**src/rtl/lfed_pkg.sv**
```systemverilog
package lfed_pkg;

    // valid bits of the sample field
    localparam int unsigned SAMPLE_BITS = 16;
    localparam logic [15:0] SAMPLE_MASK = 16'((32'd1 << SAMPLE_BITS) - 32'd1);

    // detection phases
    localparam logic [1:0] PH_IDLE  = 2'd0;
    localparam logic [1:0] PH_SLOPE = 2'd1;
    localparam logic [1:0] PH_AMP   = 2'd2;
    localparam logic [1:0] PH_HOT   = 2'd3;

    // input functions
    localparam logic FN_SAMPLE = 1'b0;
    localparam logic FN_CLEAR  = 1'b1;

    // configuration register indexes
    localparam int unsigned CFG_IDX_BITS = 3;
    localparam int unsigned CFG_DATA_BITS = 17;
    localparam logic [CFG_IDX_BITS-1:0] CFG_AMP_THR   = 3'd0;
    localparam logic [CFG_IDX_BITS-1:0] CFG_SLOPE_THR = 3'd1;
    localparam logic [CFG_IDX_BITS-1:0] CFG_MIN_OBS   = 3'd2;
    localparam logic [CFG_IDX_BITS-1:0] CFG_RATIO_HI  = 3'd3;
    localparam logic [CFG_IDX_BITS-1:0] CFG_RATIO_LO  = 3'd4;

    // configuration reset values
    localparam logic [15:0] RST_AMP_THR   = 16'd65535;
    localparam logic [16:0] RST_SLOPE_THR = 17'd65535;
    localparam logic [15:0] RST_MIN_OBS   = 16'd8;
    localparam logic [15:0] RST_RATIO_HI  = 16'd52429;
    localparam logic [15:0] RST_RATIO_LO  = 16'd32768;

    // count guard
    localparam logic [15:0] COUNT_LIMIT = 16'd65534;
    // ceil(2^19 / 10), exact quotient for any 16 bit dividend
    localparam logic [31:0] DIV10_RECIP = 32'd52429;
    localparam int unsigned DIV10_SHIFT = 19;

    typedef struct packed {
        logic        func;
        logic [15:0] sample;
    } t_in_word;

    typedef struct packed {
        logic [1:0] phase;
        logic       rising;
        logic       amp_hit;
        logic       slope_hit;
        logic       false_positive;
    } t_out_word;

    function automatic logic [15:0] div10(input logic [15:0] n);
        logic [31:0] prod;
        prod = {16'd0, n} * DIV10_RECIP;
        return 16'(prod >> DIV10_SHIFT);
    endfunction

endpackage

```
**src/rtl/light_flash_event_detector_unit.sv**
```systemverilog
// Light flash event detector: one word per sample (or a clear-alarm command) in, one
// result word out per input word. The block takes a new word in every clock cycle
// unless o_in_stall is high. Each word passes from the input register through the hit
// compares, the phase update and one 16x16 ratio multiply into the result register,
// which also updates the previous sample, phase and counts. A separate output register
// lets the next word enter while a result waits to be taken. Configuration writes are
// always ready and take effect on the next sample; write them only while the block is
// idle.
module light_flash_event_detector_unit
    import lfed_pkg::*;
(
    input  logic                     i_clk,
    input  logic                     i_rst_n,
    input  logic                     i_in_valid,
    output logic                     o_in_stall,
    input  t_in_word                 i_in_data,
    output logic                     o_out_valid,
    input  logic                     i_out_stall,
    output t_out_word                o_out_data,
    input  logic                     i_cfg_valid,
    output logic                     o_cfg_ready,
    input  logic [CFG_IDX_BITS-1:0]  i_cfg_index,
    input  logic [CFG_DATA_BITS-1:0] i_cfg_data
);

    logic [15:0] r_amp_thr;
    logic [16:0] r_slope_thr;
    logic [15:0] r_min_obs;
    logic [15:0] r_ratio_hi;
    logic [15:0] r_ratio_lo;

    logic        r_in_valid;
    t_in_word    r_in;
    logic        r_out_valid;
    t_out_word   r_out;

    logic [15:0] r_prev;
    logic [1:0]  r_phase;
    logic [15:0] r_obs;
    logic [15:0] r_pos;

    logic [15:0] n_prev;
    logic [1:0]  n_phase;
    logic [15:0] n_obs;
    logic [15:0] n_pos;
    t_out_word   n_out;

    logic        out_free;
    logic        adv;
    logic        in_free;

    logic [15:0] s;
    logic [16:0] rise;
    logic        rising;
    logic        amp_hit;
    logic        slope_hit;
    logic        pos_cond;
    logic [15:0] obs_mid;
    logic [15:0] pos_mid;
    logic [15:0] limit;
    logic [31:0] limit_prod;
    logic [31:0] pos_scaled;
    logic        ratio_above;
    logic        ratio_below;
    logic        fp;

    // handshake: output register frees the input register
    assign out_free    = !r_out_valid || !i_out_stall;
    assign adv         = r_in_valid && out_free;
    assign in_free     = !r_in_valid || adv;
    assign o_in_stall  = !in_free;
    assign o_out_valid = r_out_valid;
    assign o_out_data  = r_out;
    assign o_cfg_ready = 1'b1;

    always_ff @(posedge i_clk) begin
        if (!i_rst_n) begin
            r_amp_thr   <= RST_AMP_THR;
            r_slope_thr <= RST_SLOPE_THR;
            r_min_obs   <= RST_MIN_OBS;
            r_ratio_hi  <= RST_RATIO_HI;
            r_ratio_lo  <= RST_RATIO_LO;
        end else if (i_cfg_valid && o_cfg_ready) begin
            unique case (i_cfg_index)
                CFG_AMP_THR:   r_amp_thr   <= i_cfg_data[15:0];
                CFG_SLOPE_THR: r_slope_thr <= i_cfg_data;
                CFG_MIN_OBS:   r_min_obs   <= i_cfg_data[15:0];
                CFG_RATIO_HI:  r_ratio_hi  <= i_cfg_data[15:0];
                CFG_RATIO_LO:  r_ratio_lo  <= i_cfg_data[15:0];
                default: ;
            endcase
        end
    end

    // sample compares
    assign s         = r_in.sample & SAMPLE_MASK;
    assign rise      = {1'b0, s} - {1'b0, r_prev};
    assign rising    = s > r_prev;
    assign slope_hit = $signed(rise) > $signed(r_slope_thr);
    assign amp_hit   = s > r_amp_thr;

    // counts after this observation, before the phase decision
    assign pos_cond = (r_phase == PH_AMP) ? amp_hit : (amp_hit || slope_hit);
    assign obs_mid  = r_obs + 16'd1;
    assign pos_mid  = pos_cond ? (r_pos + 16'd1) : r_pos;

    // exact ratio test: pos * 2^16 against limit * obs
    assign limit       = (r_phase == PH_HOT) ? r_ratio_lo : r_ratio_hi;
    assign limit_prod  = {16'd0, limit} * {16'd0, obs_mid};
    assign pos_scaled  = {pos_mid, 16'd0};
    assign ratio_above = pos_scaled > limit_prod;
    assign ratio_below = pos_scaled < limit_prod;

    always_comb begin
        n_prev  = r_prev;
        n_phase = r_phase;
        n_obs   = r_obs;
        n_pos   = r_pos;
        fp      = 1'b0;
        n_out   = '0;
        if (r_in.func == FN_CLEAR) begin
            fp      = (r_phase != PH_IDLE);
            n_phase = PH_IDLE;
        end else begin
            n_prev = s;
            unique case (r_phase) inside
                PH_IDLE: begin
                    if (amp_hit || slope_hit) begin
                        n_obs   = 16'd1;
                        n_pos   = 16'd1;
                        n_phase = amp_hit ? PH_AMP : PH_SLOPE;
                    end
                end
                PH_SLOPE, PH_AMP: begin
                    n_obs = obs_mid;
                    n_pos = pos_mid;
                    if (amp_hit) begin
                        n_phase = PH_AMP;
                    end
                    if (obs_mid >= r_min_obs) begin
                        if (ratio_above) begin
                            n_phase = PH_HOT;
                        end else begin
                            n_phase = PH_IDLE;
                            fp      = 1'b1;
                        end
                    end
                end
                PH_HOT: begin
                    n_obs = obs_mid;
                    n_pos = pos_mid;
                    if (ratio_below) begin
                        n_phase = PH_IDLE;
                        fp      = 1'b1;
                    end
                end
            endcase
            // keep the counts from wrapping
            if (r_phase != PH_IDLE && (obs_mid > COUNT_LIMIT || pos_mid > COUNT_LIMIT)) begin
                n_obs = div10(obs_mid);
                n_pos = div10(pos_mid);
            end
            n_out.rising    = rising;
            n_out.amp_hit   = amp_hit;
            n_out.slope_hit = slope_hit;
        end
        n_out.phase          = n_phase;
        n_out.false_positive = fp;
    end

    always_ff @(posedge i_clk) begin
        if (!i_rst_n) begin
            r_in_valid  <= 1'b0;
            r_out_valid <= 1'b0;
            r_prev      <= '0;
            r_phase     <= PH_IDLE;
            r_obs       <= '0;
            r_pos       <= '0;
        end else begin
            if (in_free) begin
                r_in_valid <= i_in_valid;
            end
            if (out_free) begin
                r_out_valid <= adv;
            end
            if (adv) begin
                r_prev  <= n_prev;
                r_phase <= n_phase;
                r_obs   <= n_obs;
                r_pos   <= n_pos;
            end
        end
    end

    always_ff @(posedge i_clk) begin
        if (in_free && i_in_valid) begin
            r_in <= i_in_data;
        end
        if (adv) begin
            r_out <= n_out;
        end
    end

endmodule

```
**config.mk**
```make
export PLATFORM = sky130hd
export DESIGN_NAME = light_flash_event_detector_unit
export DESIGN_NICKNAME = d
export VERILOG_FILES = /design/src/rtl/lfed_pkg.sv /design/src/rtl/light_flash_event_detector_unit.sv
export SDC_FILE = /design/constraint.sdc
export NUM_CORES = 2
export LEC_CHECK = 0
export BUFFER_PORTS_ARGS = -buffer_cell sky130_fd_sc_hd__buf_2
export CORE_UTILIZATION = 39
export DETAILED_ROUTE_END_ITERATION = 16
export GPL_TIMING_DRIVEN = 0
export PLACE_DENSITY = 0.58
export SYNTH_ARGS = -nofsm -noshare
export SYNTH_HDL_FRONTEND = slang
export SYNTH_SLANG_ARGS = --single-unit
export TNS_END_PERCENT = 1
```
**constraint.sdc**
```tcl
create_clock -name i_clk -period 20 [get_ports i_clk]
set_input_delay 3 -clock i_clk [delete_from_list [all_inputs] [get_ports i_clk]]
set_output_delay 3 -clock i_clk [all_outputs]
set_load 0.02 [all_outputs]
```
Word level (Yosys, flattened, before mapping)
Index checks and enable logic that the tools add are counted.
{"block": "totals", "elab_cells": 85, "reg_bits": 156, "input_bits": 42, "output_inout_bits": 9}
{"block": "classes", "n_reduce_logical": 23, "mul": 3, "n_eq_ne": 8, "n_bitwise": 1, "n_addsub": 3, "magnitude_cmp": 8, "n_mux": 21}
{"op": "16-bit two-way mux", "n": 5}
{"op": "16-bit by 16-bit multiplier with 32-bit output, second input constant", "n": 2}
{"op": "16-bit case mux with 2 select lines", "n": 2}
{"op": "16-bit by 1-bit adder with 16-bit output, second input constant", "n": 2}
{"op": "16-bit > comparator", "n": 2}
{"op": "16-bit > comparator, second input constant", "n": 2}
{"op": "32-bit > comparator", "n": 1}
{"op": "32-bit less-than comparator", "n": 1}
{"op": "16-bit by 16-bit multiplier with 32-bit output", "n": 1}
{"op": "17-bit > comparator", "n": 1}
{"op": "16-bit by 16-bit subtractor with 17-bit output", "n": 1}
{"op": "16-bit greater-or-equal comparator", "n": 1}
{"op": "2-bit two-way mux", "n": 7}
{"op": "2-bit AND reduction", "n": 6}
{"op": "3-bit by 2-bit equality test with 1-bit output, second input constant", "n": 2}
{"op": "2-bit case mux with 3 select lines", "n": 1}
{"op": "1-bit two-way mux", "n": 5}
{"op": "2-bit equality test, second input constant", "n": 2}
{"op": "1-bit zero test", "n": 4}
{"op": "1-bit logical OR", "n": 4}
{"op": "3-bit by 1-bit equality test with 1-bit output, second input constant", "n": 1}
{"op": "3-bit equality test, second input constant", "n": 1}
{"op": "1-bit logical AND", "n": 3}
{"op": "3-bit zero test", "n": 1}
{"op": "other kinds (9)", "n": 9}

Longest topological paths before layout
{"block": "depth", "ltp_word": 10, "depth_mapped": 50, "ltp_nobuf": 49}

Worst setup path after synthesis
OpenSTA, ideal clock, no wires.
{"block": "synth_path", "kind": "reg-to-reg", "startpoint": "reg r_in, in the netlist s[0]", "endpoint": "reg r_pos[12]", "path_stages_with_launch": 49, "n_path_buf": 1, "arrival_ps": 10057, "synth_period_minus_slack_ps": 10143, "setup_time_ps": 86, "path_slack_ps": 9857, "required_time_ps": 19914, "path_cell_list": "edfxtp_1 > inv_1 > ha_1 > fa_1 > nor2b_1 > o21ai_0 > a21boi_0 > o21ai_0 > a21boi_0 > o21ai_0 > a21boi_0 > o21ai_0 > a21oi_1 > o21ai_0 > mux2i_1 > nand2_1 > ha_1 > a21o_1 > [... 13 more ...] > fa_1 > fa_1 > inv_1 > fa_1 > inv_1 > ha_1 > a21o_1 > a21o_1 > a21oi_1 > o21ai_0 > a221o_1 > a21o_1 > a21o_1 > a41oi_1 > o221a_2 > o21bai_2 > xnor2_1 > a221oi_2"}
{"block": "synth_between", "elab_chain_cells": 10, "elab_cells_between_ends": 14, "classes_between": "add/sub (1); mul (1); order compare (3); eq/ne (1); mux (4); reduce/logical (4)"}
{"item": "start, declared", "line": "light_flash_event_detector_unit.sv:33", "text": "t_in_word r_in;"}
{"item": "start signal, assigned", "line": "light_flash_event_detector_unit.sv:197", "text": "r_in <= i_in_data;"}
{"item": "branches (longest 10 deep; another with 16-bit by 16-bit multiplier with 32-bit output)"}
{"item": "end signal, assigned", "line": "light_flash_event_detector_unit.sv:190", "text": "r_pos <= n_pos;"}
{"item": "end, declared", "line": "light_flash_event_detector_unit.sv:40", "text": "logic [15:0] r_pos;"}
Several ways; the timed one is not identified.
A chain may end at the register's enable or synchronous reset.

==> flow_summary_export.csv <==
group,metric,value,unit
synthesis,synth_mux_area_frac,0.01622,
route,drc,0,
layout,nets,3937,
die,core_area,66220,um^2
timing,fin_worst_skew,14.98,ps
route,drt_iter0_drc,1420,
synthesis,synth-compound-area-share,0.1042,
die,initial_core_util,0.3973,
synthesis,synth_cells,3026,
worst_setup_path,crit_path_top_delay_cell,"xor2_1",
synthesis,synth_fp_nets,3868,
grt,grt_use_total,0.2232,
clock_tree,ctsRootBufferMaster,"clkbuf_16",
synthesis,synth_edf_count,23,
synthesis,yosysWarnings,0,
worst_setup_path,endpoint_kind,"register",
pwr,power_density,38.31,nW/um^2
clock_tree,clockBufferDepth,2,
grt,grt_pass1_wl,117300,um
worst_hold_path,worstHoldStart,"r_prev[11]$_SDFFE_PN0P_",
layout,drive_gt1_frac,0.04698,
synthesis,ys_seq_area_frac,0.1275,
worst_hold_path,holdPathStages,2,
worst_setup_path,rr_endpoint,"o_out_data[4]$_DFFE_PP_",
layout,area_delta_synth_final,7.358,%
place,globalplace.congestion,0.9048,
worst_setup_path,worstRegToRegCells,41,
timing,timing.final.crit_period,13070,ps
synthesis,yosysMostFrequentCell,"inv_1",
timing,rsz0062_at_grt,"false",
synthesis,syn_avg_cell_area,8.693,um^2
timing,slew_violations,0,
pwr,internal-power,652.2,uW
clock_tree,clock_latency,450,ps
run_status,status,"finished, final reports clean",
pwr,sw_frac_of_total,0.3972,
die,num_io_pins,51,
worst_setup_path,critical_path_arrival,13250,ps
pwr,p_sw,429.7,uW
timing,tns,0,ps
pwr,clockPowerShare,0.300,
clock_tree,cts.clk_slew.worst_paths,70,ps
route,routed_via_density,5.156,
synthesis,synthTopCellsByCount,"inv_1 (622), ha_1 (446), nand2_1 (423), fa_1 (354), nor2_1 (167)",
layout,diodes,0,
place,portBuffers,49,
clock_tree,htreeDepth,4,
die,die_h,261.7,um
pwr,combPwrFrac,0.387,
route,firstDrtPassIters,5,
synthesis,synth.distinct_cells,100,
die,dieArea,68490,um^2
timing,hold_ws,454.4,ps
route,dr_total_vias,20481,
worst_setup_path,startpoint_type,"register",
synthesis,synth_fa_ha_area_frac,0.4819,
synthesis,synth_top_family_by_area,"adder cells",
die,fp.dieW,261.7,um
synthesis,syn_area,26310,um^2
grt,grt_overflow_total,0,
synthesis,yosys.area_share.simple,0.1386,
synthesis,synth_xor_area_frac,0.02997,
clock_tree,cts_setup_buffers,0,
grt,grt_pass1_vias,20799,
worst_setup_path,required,20180,ps
worst_hold_path,min_to,"r_prev[11]$_SDFFE_PN0P_",
worst_hold_path,hold_path.class,"reg2reg",
route,wl,73450,um
worst_setup_path,r2r-start,"r_obs[0]$_SDFFE_PN0P_",
pwr,p_leak,14.88,nW
worst_setup_path,critPathMostFrequentCell,"fa_1",
clock_tree,cts_sinks,156,
worst_setup_path,r2r_slack,6930,ps
clock_tree,cts_buffers,17,
layout,fin_util,0.4265,
die,rows,94,
worst_setup_path,worstPathMaxFanout,15,
pwr,ir_drop,0.06021,mV
job,cap_violations,0,
synthesis,synthArstFlopShare,0,
grt,antenna_found_initial,2,
clock_tree,cts_tree,"yes",
worst_setup_path,critPathKind,"reg2reg",
clock_tree,cts_resized,0,
route,ant_nets,0,
timing,tightest_slew,1428,ps
route,wire_per_inst,18.49,um
synthesis,ys_top_cells_by_area,"fa_1 (27%), ha_1 (21%), dfxtp_1 (10%)",
worst_setup_path,slowest_delay,1060,ps
synthesis,synth_top_area_share,0.2694,
timing,slew_headroom,0.02073,
timing,setup_violations,0,
synthesis,synth-seq-cells,156,
grt,grt_start_max_net_pins,18,
place,placed_cell_area,27660,um^2
timing,final_hold_viol_count,0,
synthesis,synth_ff_type,"dfxtp_1",
timing,fmax,0.07650,GHz
synthesis,yosysTopAreaCell,"fa_1",
clock_tree,cts.hold.buffers_added,0,
timing,fin_crit_sh,0.6536,
layout,fin_area,28240,um^2
place,dp_hpwl,60530,um
pwr,pwr-share-seq,0.312,
==> how the worst max path moves through the flow <==
stage                          startpoint                      end  slack, ps
global placement    r_obs[0]$_SDFFE_PN0P_  o_out_data[4]$_DFFE_PP_       6800
finish              r_obs[0]$_SDFFE_PN0P_  o_out_data[4]$_DFFE_PP_       6930
detailed placement  r_obs[0]$_SDFFE_PN0P_  o_out_data[4]$_DFFE_PP_       6800
CTS                 r_obs[0]$_SDFFE_PN0P_  o_out_data[4]$_DFFE_PP_       6770
global route        r_obs[0]$_SDFFE_PN0P_  o_out_data[4]$_DFFE_PP_       6470
floorplan                  s[0]$_DFFE_PP_   r_pos[12]$_SDFFE_PN0P_       9860
==> power groups by stage <==
stage | clock (mW) | combinational, mW | sequential (mW)
after global placement | 0 | 0.416 | 0.345
final | 0.325 | 0.419 | 0.338
after global routing | 0.344 | 0.482 | 0.339
after floorplan | 0 | 0.302 | 0.342
after detailed placement | 0 | 0.419 | 0.345
after CTS | 0.329 | 0.424 | 0.338
==> per-stage QoR <==
stage / power (mW) / cells / worst slack (ps)
after global placement: 0.7616 / 3939 / 6797
final: 1.082 / 3972 / 6928
after global routing: 1.165 / 3972 / 6466
after floorplan: 0.6445 / 3026 / 9857
after CTS: 1.091 / 3972 / 6771
after detailed placement: 0.7645 / 3940 / 6801
==> state kept, by name (all words and copies together) (netlist names), 16 cells and up <==
| name | cells |
|---|---|
| r_ratio_hi | 16 |
| r_ratio_lo | 16 |
| r_amp_thr | 16 |
| r_pos | 16 |
| r_slope_thr | 17 |
| r_obs | 16 |
| r_min_obs | 16 |
| r_prev | 16 |
| s | 16 |
==> logic make-up (layout without fill, tap and decap cells) <==
kind of cell / after synthesis / count (layout)
DFF: 156 / 156
xor gates and xnor gates: 90 / 90
other: 1 / 1
adders and majority gates: 801 / 801
AOI/OAI and AO/OA: 408 / 408
muxes: 40 / 40
buffers and inverters: 709 / 791
and+or+nand+nor: 821 / 821
==> worst max-delay path, delay by kind of cell, from the launching register on <==
| kind | cells | cell delay (ps) |
|---|---|---|
| compound gates | 12 | 2950 |
| xor+xnor | 2 | 1180 |
| buf+inv | 6 | 1520 |
| fa+ha+maj | 9 | 3810 |
| flops | 1 | 530 |
| simple gates | 12 | 2810 |
==> layout by cell type, fill, tap and decap left out, drive strengths merged, types with 5 or more instances in the layout <==
| cell | instances |
|---|---|
| a21boi | 11 |
| o211ai | 43 |
| nor3 | 31 |
| ha | 446 |
| o2111ai | 5 |
| dfxtp | 133 |
| nand2b | 11 |
| xnor2 | 54 |
| or3 | 5 |
| nor2 | 170 |
| nor2b | 19 |
| xor2 | 36 |
| clkinv | 8 |
| a221oi | 6 |
| and2 | 20 |
| a21oi | 131 |
| clkbuf | 93 |
| nor4b | 5 |
| nand4 | 27 |
| a31oi | 15 |
| a211oi | 17 |
| and3 | 25 |
| inv | 634 |
| mux2 | 18 |
| mux2i | 22 |
| o21a | 10 |
| edfxtp | 23 |
| o21ai | 69 |
| a21o | 42 |
| nand2 | 423 |
| nand3 | 57 |
| buf | 56 |
| or2 | 7 |
| nor4 | 8 |
| fa | 354 |
==> routing by layer <==
layer  wire length (um)  vias up  global-route usage
met5                 13        -                   0
met4               1781        2             0.05491
met3               4024       97             0.03000
met2              33250      538              0.3627
met1              34370     9938              0.3124
li1                   -     9906                   -
==> cell type report <==
| type | instances | area (um^2) |
|---|---|---|
| Clock inverter | 15 | 143.9 |
| Tap cell | 864 | 1081 |
| Multi-Input combinational cell | 2161 | 20310 |
| Fill cell | 6649 | 37980 |
| Clock buffer | 17 | 425.4 |
| Buffer | 82 | 317.8 |
| Inverter | 627 | 2354 |
| Sequential cell | 156 | 3353 |
| Timing Repair Buffer | 50 | 260.3 |
No activity file was read; power rests on OpenSTA's default activity.
